### src/sv/wtq_pkg.sv
// ----------------------------------------------------------------------------
// wtq_pkg
// Constants, request codes and divider handshake types of the wall table.
// ----------------------------------------------------------------------------
package wtq_pkg;

    localparam int MAX_WALLS = 64;
    localparam int IDX_W     = $clog2(MAX_WALLS);
    localparam int CNT_W     = 7;
    localparam int NUM_W     = 37;   // (edge - origin) << 14
    localparam int DEN_W     = 16;
    localparam int T_W       = 39;   // slab distance, signed
    localparam int ITER_W    = $clog2(NUM_W + 1);

    localparam logic [1:0] REQ_ADD    = 2'd0;
    localparam logic [1:0] REQ_CLEAR  = 2'd1;
    localparam logic [1:0] REQ_RAY    = 2'd2;
    localparam logic [1:0] REQ_CIRCLE = 2'd3;

    typedef struct packed {
        logic                    start;
        logic signed [NUM_W-1:0] num;
        logic signed [DEN_W-1:0] den;
    } div_req_t;

    typedef struct packed {
        logic                  done;
        logic signed [T_W-1:0] quo;
    } div_rsp_t;

endpackage

### src/sv/wtq_divider.sv
// ----------------------------------------------------------------------------
// wtq_divider
// Shared radix-2 restoring divider with floor rounding, one bit per cycle.
// ----------------------------------------------------------------------------
module wtq_divider (
    input  logic              clk,
    input  logic              rst_n,
    input  wtq_pkg::div_req_t div_req,
    output wtq_pkg::div_rsp_t div_rsp
);

    logic                          busy_reg, busy_next;
    logic                          done_reg, done_next;
    logic [wtq_pkg::ITER_W-1:0]    cnt_reg, cnt_next;
    logic                          neg_reg, neg_next;
    logic [wtq_pkg::NUM_W-1:0]     quo_reg, quo_next;
    logic [wtq_pkg::DEN_W-1:0]     rem_reg, rem_next;
    logic [wtq_pkg::DEN_W-1:0]     den_reg, den_next;

    logic [wtq_pkg::NUM_W-1:0]     num_mag;
    logic [wtq_pkg::DEN_W-1:0]     den_mag;
    logic [wtq_pkg::DEN_W:0]       rem_sh;
    logic [wtq_pkg::DEN_W+1:0]     sub;
    logic [wtq_pkg::T_W-1:0]       mag_ext;

    assign num_mag = div_req.num[wtq_pkg::NUM_W-1] ? wtq_pkg::NUM_W'(-div_req.num)
                                                  : div_req.num;
    assign den_mag = div_req.den[wtq_pkg::DEN_W-1] ? wtq_pkg::DEN_W'(-div_req.den)
                                                  : div_req.den;
    assign rem_sh  = {rem_reg, quo_reg[wtq_pkg::NUM_W-1]};
    assign sub     = {1'b0, rem_sh} - {2'b00, den_reg};

    always_comb
    begin
        busy_next = busy_reg;
        done_next = 1'b0;
        cnt_next  = cnt_reg;
        neg_next  = neg_reg;
        quo_next  = quo_reg;
        rem_next  = rem_reg;
        den_next  = den_reg;
        if (div_req.start)
        begin
            busy_next = 1'b1;
            cnt_next  = wtq_pkg::ITER_W'(wtq_pkg::NUM_W);
            neg_next  = div_req.num[wtq_pkg::NUM_W-1] ^ div_req.den[wtq_pkg::DEN_W-1];
            quo_next  = num_mag;
            rem_next  = '0;
            den_next  = den_mag;
        end
        else if (busy_reg)
        begin
            quo_next = {quo_reg[wtq_pkg::NUM_W-2:0], ~sub[wtq_pkg::DEN_W+1]};
            rem_next = sub[wtq_pkg::DEN_W+1] ? rem_sh[wtq_pkg::DEN_W-1:0]
                                             : sub[wtq_pkg::DEN_W-1:0];
            cnt_next = cnt_reg - 1'b1;
            if (cnt_reg == wtq_pkg::ITER_W'(1))
            begin
                busy_next = 1'b0;
                done_next = 1'b1;
            end
        end
    end

    always_ff @(posedge clk or negedge rst_n)
    begin
        if (!rst_n)
        begin
            busy_reg <= 1'b0;
            done_reg <= 1'b0;
            cnt_reg  <= '0;
        end
        else
        begin
            busy_reg <= busy_next;
            done_reg <= done_next;
            cnt_reg  <= cnt_next;
        end
    end

    always_ff @(posedge clk)
    begin
        neg_reg <= neg_next;
        quo_reg <= quo_next;
        rem_reg <= rem_next;
        den_reg <= den_next;
    end

    // A negative quotient with a remainder rounds one step further down.
    assign mag_ext      = {{(wtq_pkg::T_W-wtq_pkg::NUM_W){1'b0}}, quo_reg};
    assign div_rsp.done = done_reg;
    assign div_rsp.quo  = neg_reg ? (-mag_ext - wtq_pkg::T_W'(rem_reg != '0)) : mag_ext;

endmodule

### config.mk
export PLATFORM = sky130hd
export DESIGN_NAME = wtq_divider
export DESIGN_NICKNAME = d
export VERILOG_FILES = /design/src/sv/wtq_pkg.sv /design/src/sv/wtq_divider.sv
export SDC_FILE = /design/constraint.sdc
export NUM_CORES = 1
export LEC_CHECK = 0
export BUFFER_PORTS_ARGS = -buffer_cell sky130_fd_sc_hd__buf_4
export CORE_MARGIN = 10
export CORE_UTILIZATION = 50
export DETAILED_ROUTE_END_ITERATION = 16
export HOLD_SLACK_MARGIN = 0.08
export PLACE_DENSITY = 0.7
export SYNTH_ARGS = -nofsm -noshare
export SYNTH_HDL_FRONTEND = slang
export SYNTH_SLANG_ARGS = --single-unit
### constraint.sdc
create_clock -name clk -period 4.65 [get_ports clk]
set_input_delay 0.465 -clock clk [delete_from_list [all_inputs] [get_ports clk]]
set_output_delay 0.465 -clock clk [all_outputs]
set_load 0.01 [all_outputs]
==> qor.txt, run 1 <==
Most common cell in the netlist -> nand2_1
Logic pwr share -> 55.2%
Post-detailed-route count of antenna-violating nets -> 0
Post-place instance area -> 8320 um^2
Critical path destination -> div_rsp[35]
Ant diodes -> 0
Synthesized area -> 7520 um^2
Layout area overhead -> 15.0%
Worst VDD drop -> 272 uV
Worst-path clk slew -> 0.06 ns
Int Pwr -> 2.29 mW
Initial antenna violation count -> 0
Pin count of the biggest net entering global routing -> 77
Count of input and output buffers -> 95
Net count, final -> 1094
Starting Density -> 51.4%
Syn_area_per_cell -> 8.28 um^2
Count of different cell masters after synthesis -> 74
Dpl cells -> 1149
Cell taking the most area after synthesis -> edfxtp_1
Crit path top cell by count -> ha_1
Relative slew slack -> 19.1%
Detailed placement HPWL -> 14.5 mm
Max Cap Viol -> 0
WHS -> 0.345 ns
Rows -> 44
Ys Warns -> 0
Cell count of the worst reg-to-reg path -> 10
Delay-heaviest family, CP -> compound AO/OA/AOI/OAI gates
Finished Layout Cells -> 1166
Gr ovfl total -> 0
Number of synthesized flops with an enable pin -> 54
Critical Path End Type -> output port
Total core area -> 14600 um^2
PwrDens -> 441 nW/um^2
Tot GR Track Use -> 18.1%
Stages on worst setup path -> 15
First drt pass iteration count -> 5
Io pins -> 96
Ranking of synthesized cells by area -> edfxtp_1 (22%), ha_1 (10%), xnor2_1 (5.8%)
Fin area -> 8650 um^2
Largest register FFs -> 37
Post-synthesis async set-or-reset flop share -> 10.3%
Maximum clock frequency -> 0.225 GHz
Worst-path maximum fanout -> 4
Post-Syn Instances -> 909
Full die area -> 20400 um^2
Ys flop type -> edfxtp_1
Static leakage power -> 3.76 nW
Final hold vios -> 0
Worst r2r dst -> rem_reg[0]
Seq pwr share -> 26.0%
Vias in the first global route -> 6449
Placer Congestion -> 0.926
Global-route wire length before repair -> 30.6 mm
Worst-path cell chain -> nor4_2 > and4_1 > ha_1 > ha_1 > inv_1 > ha_1 > o21bai_1 > a221oi_1 > o221a_2 > o31ai_2 > a21oi_1 > o41ai_2 > mux2_2 > o211ai_1 > buf_4
Setup skew after layout -> 0.00718 ns
H-tree levels -> 3
Seq cells post-synth -> 78
Worst setup path start -> rem_reg[0]
Share of layout cells above drive strength 1 -> 14.5%
Clk Latency, worst-skew pair -> 0.34 ns
Min cycle time layout -> 4.45 ns
Die Y-Extent -> 143 um
CTS tree -> built
Startpoint Class -> register
Final setup vio count -> 0
Fin crit share -> 95.6%
Slowest cell on the critical path -> mux2_2
Final Routed Wirelength -> 18.8 mm
Via count -> 6690
R2R setup slack -> 1.41 ns
Register area share after synthesis -> 28.5%
Die W -> 143 um
Syn Nets -> 1026
Hold WC Path Type -> in2reg
Least-Margin Pin Slew -> 1.21 ns
DR iter-0 viols -> 398
NetSw -> 1.53 mW
Top-area cell type share of the netlist area -> 21.5%
Outcome -> finished clean
Reg2reg start -> quo_reg[36]
WP buf/inv -> 2
Critical path required time -> 4.18 ns
Clk pwr share -> 18.8%
Pins over their slew limit -> 0
Root buffer cell -> clkbuf_16
Crit Path Class -> reg2out
Post-CTS setup buffer count -> 0
TritonCTS Buffers -> 9
Residual DRC -> 0
Top post-synthesis cells by count -> nand2_1 (85), inv_1 (75), a21oi_1 (73), o21ai_0 (69), nor2_1 (67)
Sw Share -> 40.1%
Clock Sinks -> 78
Max incr delay on CP -> 0.38 ns
DR WL/cell -> 16.1 um
Worst EP arrival -> 3.98 ns
CTS Buffer Depth -> 2
DR vias/cell -> 5.74
-- final cells by class --
cell class	count	area (um^2)
Timing Repair Buffer	100	753
Sequential cell	78	2140
Multi-Input combinational cell	712	4930
Clock buffer	14	295
Tap cell	184	230
Fill cell	1363	5990
Inverter	76	285
Clock inverter	2	11.3
-- layer usage --
metal	GRT usage (%)	vias to the layer above	wire length, um
met1	23.0	3107	8760
met3	2.35	20	684
met2	30.9	146	9010
met4	6.41	0	332
met5	0	-	0
li1	-	3417	-
-- cells in the final DEF (no fill, tap or decap), types with 6 or more instances in the layout --
cell type	n
a211oi_1	16
a21o_1	23
a21oi_1	73
and3_1	11
buf_4	99
clkbuf_16	10
dfrtp_1	8
dfxtp_1	16
edfxtp_1	54
ha_1	60
inv_1	75
mux2i_1	17
nand2_1	85
nand2b_1	11
nand3_1	20
nand4_1	7
nor2_1	67
nor2b_1	7
nor3_1	9
nor4_1	6
o21a_1	16
o21ai_0	69
o21bai_1	7
o31ai_1	14
or3_1	14
xnor2_1	50
xor2_1	38
-- kinds of logic (layout without fill, tap and decap cells) --
kind of cell,Yosys count,after routing,synth area share [%]
AOI/OAI and AO/OA,275,275,23.9
xor gates and xnor gates,88,88,10.2
adders and majority gates,61,61,10.2
buffers and inverters,119,192,6.20
DFF,78,78,28.5
muxes,23,23,3.21
and+or+nand+nor,265,265,17.7
-- timing repair --
action / in CTS / in global routing
gates resized for setup: 2 / 1
endpoints found under the setup margin: 1 / 1
hold endpoints to repair: 8 / 0
hold buffers: 1 / 0
pin swaps: 0 / 1
gates cloned: 0 / 0
-- per-stage QoR --
| step | util [%] | setup TNS (ns) | setup slack [ns] | power (mW) |
|---|---|---|---|---|
| floorplan | - | 0 | 1.07 | 2.49 |
| global placement | 56.8 | 0 | 0.302 | 3.07 |
| detailed placement | 56.8 | 0 | 0.216 | 3.08 |
| CTS | 59.0 | 0 | 0.0263 | 3.82 |
| global route | 59.1 | -0.0125 | -0.0125 | 4.11 |
| finish | 59.1 | 0 | 0.203 | 3.82 |
-- worst min-delay path by stage --
stage          startpoint          to  depth (start not counted)  slack, ns
2_1_floorplan       rst_n    busy_reg                          0       0.17
3_3_place_gp        rst_n  cnt_reg[1]                          1       0.29
3_5_place_dp        rst_n  cnt_reg[1]                          1       0.29
4_1_cts        div_req[0]  den_reg[0]                          1       0.33
5_1_grt        div_req[0]  den_reg[0]                          1       0.34
6_report       div_req[0]  den_reg[0]                          1       0.35
-- power by group through the flow --
stage          Sequential (mW)  Clock [mW]  Combinational [mW]
2_1_floorplan            0.972           0                1.52
3_3_place_gp             0.995           0                2.07
3_5_place_dp              1.00           0                2.08
4_1_cts                  0.992       0.728                2.10
5_1_grt                   1.01       0.757                2.35
6_report                 0.992       0.719                2.11
No activity file was read; power rests on OpenSTA's default activity.
==> run 2: changes to the inputs <==
--- a/config.mk
+++ b/config.mk
@@ -9,8 +9,9 @@
 export CORE_MARGIN = 10
 export CORE_UTILIZATION = 50
 export DETAILED_ROUTE_END_ITERATION = 16
+export GPL_ROUTABILITY_DRIVEN = 0
 export HOLD_SLACK_MARGIN = 0.08
-export PLACE_DENSITY = 0.7
+export PLACE_DENSITY_LB_ADDON = 0.08
 export SYNTH_ARGS = -nofsm -noshare
 export SYNTH_HDL_FRONTEND = slang
 export SYNTH_SLANG_ARGS = --single-unit
==> run 2 against run 1 <==
Compared with the run above: count of clock-buffer cells in the layout shrank 3; clock skew rose by 0.0024 ns; register-to-register slack worse by 0.04 ns; core utilization is essentially flat; die area unchanged; first-iteration DRC count is 11% higher; global-route usage up 0.20 points; sequential share of layout area barely moved; largest power group unchanged.
==> qor.txt, run 2 (same netlist as run 1, synthesis figures left out) <==
Setup skew after layout -> 0.00954 ns
Largest register FFs -> 37
First drt pass iteration count -> 5
Post-place instance area -> 8320 um^2
Sw Share -> 40.8%
Final hold vios -> 0
Startpoint Class -> register
Pins over their slew limit -> 0
Tot GR Track Use -> 18.3%
Cell count of the worst reg-to-reg path -> 10
Commonest cells after routing, fill and taps aside -> buf_4 (100), nand2_1 (85), inv_1 (75)
Critical Path End Type -> output port
CTS tree -> built
Crit Path Class -> reg2out
Initial antenna violation count -> 0
Static leakage power -> 3.75 nW
Least-Margin Pin Slew -> 0.972 ns
Max incr delay on CP -> 0.37 ns
TritonCTS Buffers -> 9
Seq pwr share -> 26.6%
Worst r2r dst -> rem_reg[0]
Share of layout cells above drive strength 1 -> 14.5%
Min cycle time layout -> 4.39 ns
Crit path top cell by count -> ha_1
Post-detailed-route count of antenna-violating nets -> 0
Worst-path cell chain -> nor4_1 > and4_1 > ha_1 > ha_1 > inv_1 > ha_1 > o21bai_1 > a221oi_1 > o221a_2 > o31ai_2 > a21oi_1 > o41ai_2 > mux2_2 > o211ai_1 > buf_4
Vias in the first global route -> 6404
Worst EP arrival -> 3.93 ns
Worst VDD drop -> 226 uV
Root buffer cell -> clkbuf_16
DR vias/cell -> 5.70
Die Y-Extent -> 143 um
Gr ovfl total -> 0
Clk Latency, worst-skew pair -> 0.35 ns
Count of input and output buffers -> 95
Critical path required time -> 4.18 ns
CTS Buffer Depth -> 2
Total core area -> 14600 um^2
Clk pwr share -> 17.7%
Setup tns final -> 0 ns
Worst Hold Path EP -> den_reg[0]
NetSw -> 1.54 mW
Relative slew slack -> 35.2%
Outcome -> finished clean
Clock Sinks -> 78
Logic pwr share -> 55.8%
Maximum clock frequency -> 0.228 GHz
DP Worst Slack -> 0.383 ns
Rows -> 44
Via count -> 6651
Final setup vio count -> 0
Hold path start -> div_req[0]
Global-route wire length before repair -> 30.9 mm
Net count, final -> 1095
Starting Density -> 51.4%
Ant diodes -> 0
Slowest cell on the critical path -> mux2_2
DR iter-0 viols -> 441
R2R setup slack -> 1.37 ns
Hold WC Path Type -> in2reg
Max Cap Viol -> 0
Final Util -> 59.0%
Worst-path maximum fanout -> 4
Fin area -> 8650 um^2
Worst-path clk slew -> 0.06 ns
Worst setup margin -> 0.258 ns
Post-CTS setup buffer count -> 0
Reg2reg start -> quo_reg[36]
PwrDens -> 436 nW/um^2
Pin count of the biggest net entering global routing -> 72
Fin crit share -> 94.5%
Full die area -> 20400 um^2
Final Routed Wirelength -> 18.9 mm
Residual DRC -> 0
Io pins -> 96
Pwr Total -> 3.77 mW
H-tree levels -> 3
Die W -> 143 um
Detailed placement HPWL -> 14.7 mm
Most common cell after layout, fill and taps aside -> buf_4
RSZ-0062 raised after global routing -> no
DR WL/cell -> 16.2 um
Hold path cells -> 1
Layout area overhead -> 14.9%
Int Pwr -> 2.23 mW
==> run 2: metal layers <==
layer,vias to the layer above,global-route usage [%],wire length (um)
met1,3084,23.3,8800
met5,-,0,0
met3,18,2.29,675
met4,0,5.75,312
met2,125,31.6,9100
li1,3424,-,-
==> run 2: final cells by class <==
cell class	instances	area (um^2)
Multi-Input combinational cell	712	4950
Sequential cell	78	2140
Clock inverter	5	33.8
Inverter	76	285
Fill cell	1343	6000
Tap cell	184	230
Timing Repair Buffer	101	761
Clock buffer	11	243
==> run 2: worst max-delay path by stage <==
stage / cells past startpoint / end / start
after floorplan: 14 / div_rsp[33] / rem_reg[3]
after global placement: 15 / div_rsp[35] / rem_reg[0]
after detailed placement: 15 / div_rsp[35] / rem_reg[3]
after CTS: 15 / div_rsp[35] / rem_reg[3]
after global routing: 15 / div_rsp[35] / rem_reg[10]
final: 15 / div_rsp[35] / rem_reg[8]
==> run 2: power by group through the flow <==
| stage | logic [mW] | registers [mW] | clock network [mW] |
|---|---|---|---|
| floorplan | 1.52 | 0.972 | 0 |
| global placement | 2.08 | 1.00 | 0 |
| detailed placement | 2.08 | 1.01 | 0 |
| CTS | 2.10 | 0.996 | 0.674 |
| global route | 2.35 | 1.02 | 0.699 |
| finish | 2.10 | 1.00 | 0.666 |
==> run 2: through the flow <==
step	cells	hold slack, ns
4_1_cts	1167	0.333
2_1_floorplan	909	0.169
6_report	1167	0.341
3_3_place_gp	1150	0.288
3_5_place_dp	1150	0.288
5_1_grt	1167	0.340
==> run 2: critical path, delay by kind of cell, from the launching register on <==
| family | cells | cell delay (ns) |
|---|---|---|
| AND/OR/NAND/NOR | 2 | 0.61 |
| flip-flops | 1 | 0.33 |
| adder cells (fa/ha/maj) | 3 | 0.49 |
| buffers and inverters | 2 | 0.21 |
| multiplexers | 1 | 0.37 |
| AO/OA/AOI/OAI | 7 | 1.58 |
==> run 2: timing repair <==
item | 4_1_cts | 5_1_grt
hold buffers | 1 | 0
resized for setup | 0 | 5
setup endpoints to repair | 0 | 2
endpoints found under the hold margin | 8 | 0
==> run 3: changes to the inputs <==
--- a/config.mk
+++ b/config.mk
@@ -8,6 +8,7 @@
 export BUFFER_PORTS_ARGS = -buffer_cell sky130_fd_sc_hd__buf_4
 export CORE_MARGIN = 10
 export CORE_UTILIZATION = 50
+export CTS_BUF_LIST = sky130_fd_sc_hd__clkbuf_8 sky130_fd_sc_hd__clkbuf_16
 export DETAILED_ROUTE_END_ITERATION = 16
 export GPL_ROUTABILITY_DRIVEN = 0
 export HOLD_SLACK_MARGIN = 0.08
==> run 3 against run 2 <==
Compared with the run above: total power about the same; final cell count unchanged; largest power group unchanged; sequential cell count unchanged; wire length about the same; first-iteration DRC count unchanged; clock skew about the same; setup slack improved by 0.0012 ns; worst hold slack improved by 0.00066 ns.
==> qor.txt, run 3 (same netlist as run 1, synthesis figures left out) <==
Outcome -> finished clean
Worst-path clk slew -> 0.06 ns
DR vias/cell -> 5.70
CTS tree -> built
Worst setup path start -> rem_reg[8]
Final hold vios -> 0
Met3 usage -> 2.29%
Reg2reg start -> quo_reg[36]
CTS Buffer Depth -> 2
Hold path start -> div_req[0]
Final Routed Wirelength -> 18.9 mm
First drt pass iteration count -> 5
Starting Density -> 51.4%
Worst EP arrival -> 3.93 ns
PwrDens -> 436 nW/um^2
Startpoint Class -> register
DR WL/cell -> 16.2 um
Gr ovfl total -> 0
RSZ-0062 raised after global routing -> no
Vias in the first global route -> 6404
Cell count of the worst reg-to-reg path -> 10
Pins over their slew limit -> 0
TritonCTS Buffers -> 9
Pwr Total -> 3.77 mW
Residual DRC -> 0
Static leakage power -> 3.75 nW
Crit Path Class -> reg2out
Commonest cells after routing, fill and taps aside -> buf_4 (100), nand2_1 (85), inv_1 (76)
Detailed placement HPWL -> 14.7 mm
Maximum clock frequency -> 0.228 GHz
Pin count of the biggest net entering global routing -> 72
Count of input and output buffers -> 95
Total core area -> 14600 um^2
Final setup vio count -> 0
Ant diodes -> 0
Post-detailed-route count of antenna-violating nets -> 0
Hold WC Path Type -> in2reg
Worst setup margin -> 0.259 ns
Met1 usage -> 23.3%
Worst VDD drop -> 225 uV
Via count -> 6653
Worst-path maximum fanout -> 4
DP Worst Slack -> 0.383 ns
Critical path required time -> 4.18 ns
Hold path cells -> 1
Net count, final -> 1095
Global-route wire length before repair -> 30.9 mm
Root buffer cell -> clkbuf_16
Setup tns final -> 0 ns
Share of layout cells above drive strength 1 -> 14.5%
Die W -> 143 um
Full die area -> 20400 um^2
Most common cell after layout, fill and taps aside -> buf_4
Largest register FFs -> 37
Setup skew after layout -> 0.00954 ns
Grt met2 use -> 31.6%
DR iter-0 viols -> 441
Worst r2r dst -> rem_reg[0]
Die Y-Extent -> 143 um
R2R setup slack -> 1.37 ns
Initial antenna violation count -> 0
Clk Latency, worst-skew pair -> 0.35 ns
Least-Margin Pin Slew -> 0.966 ns
Tot GR Track Use -> 18.3%
Max Cap Viol -> 0
Io pins -> 96
H-tree levels -> 3
Layout area overhead -> 14.9%
Worst Hold Path EP -> den_reg[0]
Min cycle time layout -> 4.39 ns
Clock Sinks -> 78
Relative slew slack -> 35.6%
Fillers -> 1343
Fin crit share -> 94.4%
Critical Path End Type -> output port
Rows -> 44
Busiest grt layer -> met2
==> run 3: cell types whose count changed in the layout (fill, tap and decap cells not counted) <==
cell      delta
clkbuf_1     -1
inv_1        +1
==> run 3: routing by layer <==
layer	share of wire (%)	up-vias	wire length (um)
met5	0	-	0
li1	-	3424	-
met1	47	3089	8830
met2	48	122	9110
met4	1.7	0	313
met3	3.4	18	650
==> run 3: worst max-delay path by stage <==
stage | depth (start not counted) | end
after detailed placement | 15 | div_rsp[35]
after global placement | 15 | div_rsp[35]
final | 15 | div_rsp[35]
after global routing | 15 | div_rsp[35]
after floorplan | 14 | div_rsp[33]
after CTS | 15 | div_rsp[35]
==> run 3: where the power goes <==
part	total, mW	switching, mW	internal, mW	leakage [nW]
sequential	1.00	0.119	0.882	0.780
combinational	2.10	1.13	0.971	2.83
clock	0.664	0.290	0.374	0.138
total	3.77	1.54	2.23	3.75
==> run 3: final cells by class <==
class                           instances  area, um^2  share of cell area, %
Clock buffer                           10         239                   2.76
Tap cell                              184         230                   2.66
Timing Repair Buffer                  101         761                   8.80
Multi-Input combinational cell        712        4950                   57.3
Inverter                               76         285                   3.30
Clock inverter                          6        37.5                  0.434
Sequential cell                        78        2140                   24.8
==> run 3: metrics by stage <==
stage,std cells,cell area (um^2),util (%),hold WS [ns]
final,1167,8650,59.0,0.341
after global routing,1167,8650,59.0,0.340
after CTS,1167,8610,58.8,0.333
after detailed placement,1150,8320,56.8,0.288
after global placement,1150,8320,56.8,0.288
after floorplan,909,7520,-,0.169
==> run 3: timing repair <==
| item | 4_1_cts | 5_1_grt |
|---|---|---|
| setup buffers | 0 | 0 |
| hold buffers | 1 | 0 |
| hold endpoints to repair | 8 | 0 |
| endpoints found under the setup margin | 0 | 2 |
| gates resized for setup | 0 | 5 |
==> run 3: critical path, stage by stage (launching register included) <==
cell	delay (ns)
dfxtp_1	0.33
nor4_1	0.34
and4_1	0.27
ha_1	0.15
ha_1	0.15
inv_1	0.05
ha_1	0.19
o21bai_1	0.17
a221oi_1	0.14
o221a_2	0.36
o31ai_2	0.26
a21oi_1	0.21
o41ai_2	0.35
mux2_2	0.37
o211ai_1	0.09
buf_4	0.16
